--- src/design/tgsd_pkg.sv ---
// Package for the tile id stream decoder: register index codes, field widths
// and the pipeline stage word types. No dependencies.
package tgsd_pkg;

   localparam int unsigned ID_W      = 29;
   localparam int unsigned NUM_W     = 24;
   localparam int unsigned COL_W     = 16;
   localparam int unsigned ROW_W     = 24;
   localparam int unsigned AREA_W    = 25;
   localparam int unsigned POS_W     = 32;
   localparam int unsigned CSR_ADR_W = 5;
   localparam int unsigned CSR_DAT_W = 32;

   localparam logic [1:0]        LAST_BYTE = 2'd3;
   localparam logic [AREA_W-1:0] AREA_MAX  = 25'h1000000;

   typedef enum logic [2:0] {
      REG_SKIP_BLANK  = 3'd0,
      REG_LAYER_WIDTH = 3'd1,
      REG_LAYER_AREA  = 3'd2,
      REG_TILE_WIDTH  = 3'd3,
      REG_TILE_HEIGHT = 3'd4,
      REG_OFFSET_X    = 3'd5,
      REG_OFFSET_Y    = 3'd6
   } csr_index_type;

   // Tile word after id assembly: id, flips and grid place.
   typedef struct packed {
      logic [ID_W-1:0]  tile_id;
      logic             flip_h;
      logic             flip_v;
      logic             flip_d;
      logic [NUM_W-1:0] tile_number;
      logic [COL_W-1:0] column;
      logic [ROW_W-1:0] row;
      logic             last;
   } grid_word_type;

   // Tile word after the multiply stage.
   typedef struct packed {
      logic [ID_W-1:0]  tile_id;
      logic             flip_h;
      logic             flip_v;
      logic             flip_d;
      logic [NUM_W-1:0] tile_number;
      logic [POS_W-1:0] prod_x;
      logic [POS_W-1:0] prod_y;
      logic             last;
   } prod_word_type;

endpackage

--- src/design/tile_gid_stream_decoder.sv ---
// Tile id stream decoder top level: byte assembly, grid counters, pixel math.
// Depends on tgsd_pkg.
//
//  channel | direction | handshake          | payload
//  req     | in        | req_valid/req_stall | req_data_byte
//  rsp     | out       | rsp_valid/rsp_stall | tile id, flips, number, pixel x/y, last
//  csr     | in/out    | APB psel/penable    | seven registers at 4*index
//
// One byte is taken per cycle unless req_stall is high. The fourth byte of an id enters a
// three-stage pipeline (grid place, multiply, offset add); its word passes the grid,
// multiply and output registers in order, waiting where the next stage is full, and is on rsp from the last.
// Reset (synchronous, active high) clears the byte position, partial id, counters,
// stage valid bits and the registers to their defaults.
// A stall on rsp holds the output word; req stalls only once the grid stage is full
// and cannot move on.
module tile_gid_stream_decoder
   import tgsd_pkg::*;
(
   input  logic                 clock,
   input  logic                 reset,
   // byte stream in
   input  logic                 req_valid,
   output logic                 req_stall,
   input  logic [7:0]           req_data_byte,
   // tile words out
   output logic                 rsp_valid,
   input  logic                 rsp_stall,
   output logic [ID_W-1:0]      rsp_tile_id,
   output logic                 rsp_flip_horizontal,
   output logic                 rsp_flip_vertical,
   output logic                 rsp_flip_diagonal,
   output logic [NUM_W-1:0]     rsp_tile_number,
   output logic signed [POS_W-1:0] rsp_pixel_x,
   output logic signed [POS_W-1:0] rsp_pixel_y,
   output logic                 rsp_last_tile,
   // register port
   input  logic                 psel,
   input  logic                 penable,
   input  logic                 pwrite,
   input  logic [CSR_ADR_W-1:0] paddr,
   input  logic [CSR_DAT_W-1:0] pwdata,
   output logic [CSR_DAT_W-1:0] prdata,
   output logic                 pready
);

   // ------------------------------------------------------------------
   // Configuration registers
   // ------------------------------------------------------------------
   logic                skip_blank_ff;
   logic [COL_W-1:0]    layer_width_ff;
   logic [AREA_W-1:0]   layer_area_ff;
   logic [15:0]         tile_width_ff;
   logic [15:0]         tile_height_ff;
   logic [POS_W-1:0]    offset_x_ff;
   logic [POS_W-1:0]    offset_y_ff;

   csr_index_type       csr_index;
   logic                csr_write;

   assign pready    = 1'b1;
   assign csr_index = csr_index_type'(paddr[4:2]);
   assign csr_write = psel && penable && pwrite && pready;

   always_ff @(posedge clock) begin
      if (reset) begin
         skip_blank_ff  <= 1'b0;
         layer_width_ff <= COL_W'(1);
         layer_area_ff  <= AREA_W'(1);
         tile_width_ff  <= 16'd1;
         tile_height_ff <= 16'd1;
         offset_x_ff    <= '0;
         offset_y_ff    <= '0;
      end else if (csr_write) begin
         unique case (csr_index)
            REG_SKIP_BLANK:  skip_blank_ff  <= pwdata[0];
            REG_LAYER_WIDTH: layer_width_ff <= pwdata[COL_W-1:0];
            REG_LAYER_AREA:  layer_area_ff  <= pwdata[AREA_W-1:0];
            REG_TILE_WIDTH:  tile_width_ff  <= pwdata[15:0];
            REG_TILE_HEIGHT: tile_height_ff <= pwdata[15:0];
            REG_OFFSET_X:    offset_x_ff    <= pwdata;
            REG_OFFSET_Y:    offset_y_ff    <= pwdata;
            default: ;   // unmapped address: drop the write
         endcase
      end
   end

   always_comb begin
      prdata = '0;
      unique case (csr_index)
         REG_SKIP_BLANK:  prdata = {31'd0, skip_blank_ff};
         REG_LAYER_WIDTH: prdata = {16'd0, layer_width_ff};
         REG_LAYER_AREA:  prdata = {7'd0, layer_area_ff};
         REG_TILE_WIDTH:  prdata = {16'd0, tile_width_ff};
         REG_TILE_HEIGHT: prdata = {16'd0, tile_height_ff};
         REG_OFFSET_X:    prdata = offset_x_ff;
         REG_OFFSET_Y:    prdata = offset_y_ff;
         default:         prdata = '0;
      endcase
   end

   // ------------------------------------------------------------------
   // Pipeline flow control: a stage advances when the next one is empty
   // or itself moving on.
   // ------------------------------------------------------------------
   logic a_valid_ff, b_valid_ff, c_valid_ff;
   logic a_adv, b_adv, c_free;

   assign c_free    = !c_valid_ff || !rsp_stall;
   assign b_adv     = b_valid_ff && c_free;
   assign a_adv     = a_valid_ff && (!b_valid_ff || c_free);
   assign req_stall = a_valid_ff && !a_adv;

   logic req_take;
   assign req_take = req_valid && !req_stall;

   // ------------------------------------------------------------------
   // Byte assembly and grid counters
   // ------------------------------------------------------------------
   logic [1:0]       byte_pos_ff,  byte_pos_in;
   logic [23:0]      partial_ff,   partial_in;
   logic [NUM_W-1:0] tile_cnt_ff,  tile_cnt_in;
   logic [COL_W-1:0] col_cnt_ff,   col_cnt_in;
   logic [ROW_W-1:0] row_cnt_ff,   row_cnt_in;

   logic [31:0]       raw_id;
   logic [AREA_W-1:0] area_eff, area_m1;
   logic [COL_W-1:0]  width_eff;
   logic              id_done, is_last, do_emit;

   assign raw_id  = {req_data_byte, partial_ff};
   assign id_done = (byte_pos_ff == LAST_BYTE);

   always_comb begin
      area_eff = layer_area_ff;
      if (layer_area_ff == '0) begin
         area_eff = AREA_W'(1);
      end else if (layer_area_ff > AREA_MAX) begin
         area_eff = AREA_MAX;
      end
      area_m1   = area_eff - AREA_W'(1);
      width_eff = (layer_width_ff == '0) ? COL_W'(1) : layer_width_ff;
      is_last   = {1'b0, tile_cnt_ff} >= area_m1;
      do_emit   = !(skip_blank_ff && (raw_id == '0));
   end

   always_comb begin
      byte_pos_in = byte_pos_ff;
      partial_in  = partial_ff;
      tile_cnt_in = tile_cnt_ff;
      col_cnt_in  = col_cnt_ff;
      row_cnt_in  = row_cnt_ff;
      if (req_take) begin
         if (!id_done) begin
            // collect one byte, least significant first
            case (byte_pos_ff)
               2'd0:    partial_in[7:0]   = req_data_byte;
               2'd1:    partial_in[15:8]  = req_data_byte;
               default: partial_in[23:16] = req_data_byte;
            endcase
            byte_pos_in = byte_pos_ff + 2'd1;
         end else begin
            byte_pos_in = '0;
            partial_in  = '0;
            if (is_last) begin
               // end of layer: wrap all counters
               tile_cnt_in = '0;
               col_cnt_in  = '0;
               row_cnt_in  = '0;
            end else begin
               tile_cnt_in = tile_cnt_ff + NUM_W'(1);
               if ({1'b0, col_cnt_ff} + 17'd1 >= {1'b0, width_eff}) begin
                  col_cnt_in = '0;
                  row_cnt_in = row_cnt_ff + ROW_W'(1);
               end else begin
                  col_cnt_in = col_cnt_ff + COL_W'(1);
               end
            end
         end
      end
   end

   always_ff @(posedge clock) begin
      if (reset) begin
         byte_pos_ff <= '0;
         partial_ff  <= '0;
         tile_cnt_ff <= '0;
         col_cnt_ff  <= '0;
         row_cnt_ff  <= '0;
      end else begin
         byte_pos_ff <= byte_pos_in;
         partial_ff  <= partial_in;
         tile_cnt_ff <= tile_cnt_in;
         col_cnt_ff  <= col_cnt_in;
         row_cnt_ff  <= row_cnt_in;
      end
   end

   // ------------------------------------------------------------------
   // Stage A: grid word. Blank tiles skipped here never enter.
   // ------------------------------------------------------------------
   grid_word_type a_word_ff, a_word_in;
   logic          a_load;

   assign a_load = req_take && id_done && do_emit;

   always_comb begin
      a_word_in.tile_id     = raw_id[ID_W-1:0];
      a_word_in.flip_h      = raw_id[31];
      a_word_in.flip_v      = raw_id[30];
      a_word_in.flip_d      = raw_id[29];
      a_word_in.tile_number = tile_cnt_ff;
      a_word_in.column      = col_cnt_ff;
      a_word_in.row         = row_cnt_ff;
      a_word_in.last        = is_last;
   end

   always_ff @(posedge clock) begin
      if (reset) begin
         a_valid_ff <= 1'b0;
      end else if (a_load) begin
         a_valid_ff <= 1'b1;
      end else if (a_adv) begin
         a_valid_ff <= 1'b0;
      end
   end

   always_ff @(posedge clock) begin
      if (a_load) begin
         a_word_ff <= a_word_in;
      end
   end

   // ------------------------------------------------------------------
   // Stage B: column and row scaled by the tile size.
   // ------------------------------------------------------------------
   prod_word_type b_word_ff, b_word_in;
   logic [31:0]   mul_x;
   logic [39:0]   mul_y;

   always_comb begin
      mul_x = a_word_ff.column * tile_width_ff;
      mul_y = a_word_ff.row * tile_height_ff;
      b_word_in.tile_id     = a_word_ff.tile_id;
      b_word_in.flip_h      = a_word_ff.flip_h;
      b_word_in.flip_v      = a_word_ff.flip_v;
      b_word_in.flip_d      = a_word_ff.flip_d;
      b_word_in.tile_number = a_word_ff.tile_number;
      b_word_in.prod_x      = mul_x;
      b_word_in.prod_y      = mul_y[POS_W-1:0];   // wrap at 32 bits
      b_word_in.last        = a_word_ff.last;
   end

   always_ff @(posedge clock) begin
      if (reset) begin
         b_valid_ff <= 1'b0;
      end else if (a_adv) begin
         b_valid_ff <= 1'b1;
      end else if (b_adv) begin
         b_valid_ff <= 1'b0;
      end
   end

   always_ff @(posedge clock) begin
      if (a_adv) begin
         b_word_ff <= b_word_in;
      end
   end

   // ------------------------------------------------------------------
   // Stage C: add layer offsets into the output register.
   // ------------------------------------------------------------------
   always_ff @(posedge clock) begin
      if (reset) begin
         c_valid_ff <= 1'b0;
      end else if (b_adv) begin
         c_valid_ff <= 1'b1;
      end else if (!rsp_stall) begin
         c_valid_ff <= 1'b0;
      end
   end

   always_ff @(posedge clock) begin
      if (b_adv) begin
         rsp_tile_id         <= b_word_ff.tile_id;
         rsp_flip_horizontal <= b_word_ff.flip_h;
         rsp_flip_vertical   <= b_word_ff.flip_v;
         rsp_flip_diagonal   <= b_word_ff.flip_d;
         rsp_tile_number     <= b_word_ff.tile_number;
         rsp_pixel_x         <= offset_x_ff + b_word_ff.prod_x;
         rsp_pixel_y         <= offset_y_ff + b_word_ff.prod_y;
         rsp_last_tile       <= b_word_ff.last;
      end
   end

   assign rsp_valid = c_valid_ff;

   // ------------------------------------------------------------------
   // Assertions
   // ------------------------------------------------------------------
   a_id_wraps_pos: assert property (@(posedge clock) disable iff (reset)
      (req_take && id_done) |=> (byte_pos_ff == 2'd0 && partial_ff == '0))
      else $error("byte position did not restart after a complete id");

   a_layer_end: assert property (@(posedge clock) disable iff (reset)
      (req_take && id_done && is_last) |=>
         (tile_cnt_ff == '0 && col_cnt_ff == '0 && row_cnt_ff == '0))
      else $error("counters did not wrap at end of layer");

   a_stall_cause: assert property (@(posedge clock) disable iff (reset)
      req_stall |-> (a_valid_ff && b_valid_ff && c_valid_ff && rsp_stall))
      else $error("input stalled with room in the pipeline");

   a_b_to_c: assert property (@(posedge clock) disable iff (reset)
      b_adv |=> c_valid_ff)
      else $error("word lost between multiply and output stage");

   a_skip_no_load: assert property (@(posedge clock) disable iff (reset)
      (req_take && id_done && !do_emit) |=> !a_valid_ff || $past(a_valid_ff))
      else $error("blank tile entered the pipeline");

endmodule

--- config.mk ---
export PLATFORM = sky130hd
export DESIGN_NAME = tile_gid_stream_decoder
export DESIGN_NICKNAME = d
export VERILOG_FILES = /design/src/design/tgsd_pkg.sv /design/src/design/tile_gid_stream_decoder.sv
export SDC_FILE = /design/constraint.sdc
export NUM_CORES = 2
export LEC_CHECK = 0
export BUFFER_PORTS_ARGS = -buffer_cell sky130_fd_sc_hd__buf_2
export CORE_MARGIN = 2
export CORE_UTILIZATION = 50
export DETAILED_ROUTE_END_ITERATION = 10
export PLACE_DENSITY = 0.71
export RECOVER_POWER = 100
export SYNTH_ARGS = -nofsm -noshare
export SYNTH_HDL_FRONTEND = slang
export SYNTH_SLANG_ARGS = --single-unit
--- constraint.sdc ---
create_clock -name clock -period 13.7 [get_ports clock]
set_input_delay 0.685 -clock clock [delete_from_list [all_inputs] [get_ports clock]]
set_output_delay 0.685 -clock clock [all_outputs]
set_load 0.05 [all_outputs]
==> summary.md <==
| Metric | Value |
|---|---|
| Post-synthesis xor/xnor area fraction | `3.78%` |
| Ys async rst share | `0%` |
| Startpoint types | `flip-flop` |
| Largest family of logic cells by synthesized area | `adder cells` |
| Worst rel slew slack | `-220%` |
| Syn_area_per_cell | `9.81 sq um` |
| Compound-Gate Fraction of Synth Area | `9.04%` |
| Max clock buf depth | `3` |
| Max cap viols | `10` |
| Setup Buffers After CTS | `0` |
| Multiplexer share of the synthesized area | `0.0952%` |
| Post-route DRC | `0` |
| Outcome | `complete, but fails checks` |
| Share of cells above drive strength 1 | `4.34%` |
| Wire per inst | `19.7 um` |
| HPWL after DPL | `84.3 mm` |
| Fin cells | `5753` |
| H-Tree Depth | `2` |
| Synthesized area | `43400 sq um` |
| CP Capture Type | `flip-flop` |
| Nets | `5356` |
| CTS resizes | `0` |
| Commonest non-fill, non-tap cell in the layout | `nand2_1` |
| Detailed Route WL | `114 mm` |
| CTS tree | `built` |
| Port buffer count | `204` |
| Cts hold-fix bufs | `0` |
| Num CTS Buffers | `58` |
| Clock Sink Count | `570` |
| Multi-input gate area | `25500 sq um` |
| First-pass GRT wire length | `179 mm` |
| Synth cell types | `75` |
| Adder-cell share of the synthesized area | `30.3%` |
| Pwr Density | `85.6 nW/um^2` |
| Worst slew pin tran | `4800 ps` |
| Final Cycle Share | `54.4%` |
| Gr ovfl total | `0` |
| Via-to-Cell Ratio | `5.53` |
| Dpl cells | `5633` |
| CP required | `14070 ps` |
| Reg2reg setup slack | `6250 ps` |
| Number of global-route vias before repair | `32100` |
| Commonest non-fill, non-tap cells in the layout | `nand2_1, inv_1, fa_1` |
| Die X | `299 um` |
| Total GRT Usage | `25.7%` |
| Routability cong. | `0.954` |
| Via count | `31800` |
| Final setup TNS | `0 ps` |
| Fin crit period | `7450 ps` |
| RSZ-0062 raised after global routing | `false` |
| Worst-Skew Late Latency | `670 ps` |
| Post-synth EDFFs | `339` |
| DR pass1 iterations | `6` |
| Syn Inst Count | `4420` |
| Largest net degree at the start of global routing | `94` |
| Row count | `108` |
| Final Max Tran Viols | `554` |
| Hold Path Class | `in2reg` |
| Worst-path clk slew | `70 ps` |
| Ports | `208` |
| YS warnings | `0` |
| Area Overhead vs Synth | `9.41%` |
| Floorplan die height | `299 um` |
| Crit path DAT | `7820 ps` |
| Root Buffer | `clkbuf_16` |
| Fmax | `134 MHz` |
| Register area share after synthesis | `34.1%` |
| Syn_nets | `5238` |
| CP max FO | `18` |
| # setup viols final | `0` |
| Die area | `89100 sq um` |
| Worst clock skew | `66.6 ps` |
| Reg area | `14800 sq um` |
| Iteration-0 DRC Markers | `2696` |
| Post-route ant nets | `0` |
| Initial antenna violation count | `11` |
| Main synth FF type | `edfxtp_1` |
| Initial Util | `50.2%` |
| Core Area | `86300 sq um` |
| FILL cells | `7605` |
| Failing checks | `capacitance limit, slew limit` |
| Final hold vios | `0` |
| P_leak | `20.1 nW` |
| FF+latch count, synth | `570` |
| Worst vdd ir | `0.0000992 V` |
| Simple-gate area share of the yosys netlist | `15.5%` |
| Type of the worst setup path | `reg2reg` |
-- logic make-up (layout without fill, tap and decap cells) --
family	count (synthesis)	count (layout)
compound gates	621	621
xor+xnor	187	187
fa+ha+maj	766	766
buf+inv	811	979
flops	570	570
mux	4	4
other cells	1	11
simple gates	1460	1460
-- worst max-delay path, stage by stage, from the launching register on --
cell and delay [ps]:
dfxtp_1 1020, and2_1 270, fa_1 420, inv_1 80, fa_1 430, fa_1 520, inv_1 60, fa_1 590
fa_1 450, fa_1 460, ha_1 420, o211ai_1 140, or3b_2 530, a211oi_1 620, o21ai_0 350, o21ai_0 310
o21ai_0 160, o21ai_0 220, xor2_1 100
-- area by class of cell --
class / instances / area share, %
inverters: 623 / 4.93
well taps: 1155 / 3.05
repair buffers: 246 / 2.33
multi-input cells: 3039 / 53.8
clock inverters: 33 / 1.13
flip-flops and latches: 570 / 31.2
diodes: 10 / 0.0527
clock buffers: 77 / 3.56
-- metal layers --
metal  vias up  wire length, um  track usage [%]  share of wire, %
met4         8             5620             11.7               5.0
met3       293             9320             3.90               8.2
met5         -               54                0             0.048
met1     15800            44800             33.5                39
li1      14600                -                -                 -
met2      1214            53800             42.6                47
-- state kept, by name, summed over array words and instances (netlist names), 24 cells and up --
signal and count:
partial_ff 24, row_cnt_ff 24, rsp_tile_number 24, rsp_pixel_y 32
rsp_pixel_x 32, b_word_ff 121, a_word_ff 97, offset_x_ff 32
offset_y_ff 32, rsp_tile_id 29, tile_cnt_ff 24, layer_area_ff 25
-- synth_stat cells (all sizes together), types with 3 or more instances --
library cell,count,share of area (%)
nor3b,11,0.19
a2111oi,3,0.075
a21boi,4,0.069
and4,3,0.061
o31a,3,0.061
nand4,26,0.38
o211ai,6,0.10
a21oi,263,3.0
dfxtp,231,11
buf,10,0.13
nand3,67,0.77
o21ai,73,0.85
a31o,8,0.16
and2,254,3.7
nand3b,4,0.069
o21bai,16,0.28
clkbuf,178,1.5
nand2,769,6.7
xor2,61,1.2
o211a,3,0.069
edfxtp,339,23
nor2b,24,0.35
a221oi,3,0.061
and3,21,0.30
o21a,24,0.42
nand2b,34,0.49
inv,622,5.4
a21o,71,1.2
o2111ai,3,0.061
a211oi,17,0.29
ha,290,8.4
mux2i,3,0.069
nor2,167,1.4
o31ai,4,0.081
nor3,39,0.48
xnor2,126,2.5
or3,11,0.18
a31oi,8,0.12
o22ai,5,0.072
a22oi,62,1.1
fa,476,22
a22o,27,0.55
nor4,17,0.25
a211o,6,0.12
-- through the flow --
stage / setup WS (ps) / power [mW] / hold WS, ps / area, sq um / utilization [%]
finish: 6250 / 4.06 / 306 / 47500 / 55.0
global route: 6000 / 4.20 / 303 / 47400 / 54.9
CTS: 6390 / 4.08 / 259 / 47700 / 55.2
detailed placement: 6490 / 2.28 / 405 / 45500 / 52.7
global placement: 6580 / 2.27 / 401 / 45500 / 52.7
floorplan: 3480 / 2.17 / 400 / 43400 / -
-- worst paths after layout --
kind / start / end / depth (start not counted)
min reg2reg: b_word_ff[67]$_DFFE_PP_ / rsp_tile_number[2]$_DFFE_PP_ / 0
min: pwdata[31] / offset_x_ff[31]$_SDFFE_PP0P_ / 3
max reg2reg: tile_width_ff[5]$_SDFFE_PP0P_ / b_word_ff[63]$_DFFE_PP_ / 18
max: tile_width_ff[5]$_SDFFE_PP0P_ / b_word_ff[63]$_DFFE_PP_ / 18
-- power breakdown --
part           internal [mW]  leakage, nW  switching (mW)
logic                  0.150         14.2           0.249
registers               1.83         4.77          0.0222
clock network           1.09         1.07           0.726
Note: power is estimated with default switching activity, not from simulation.
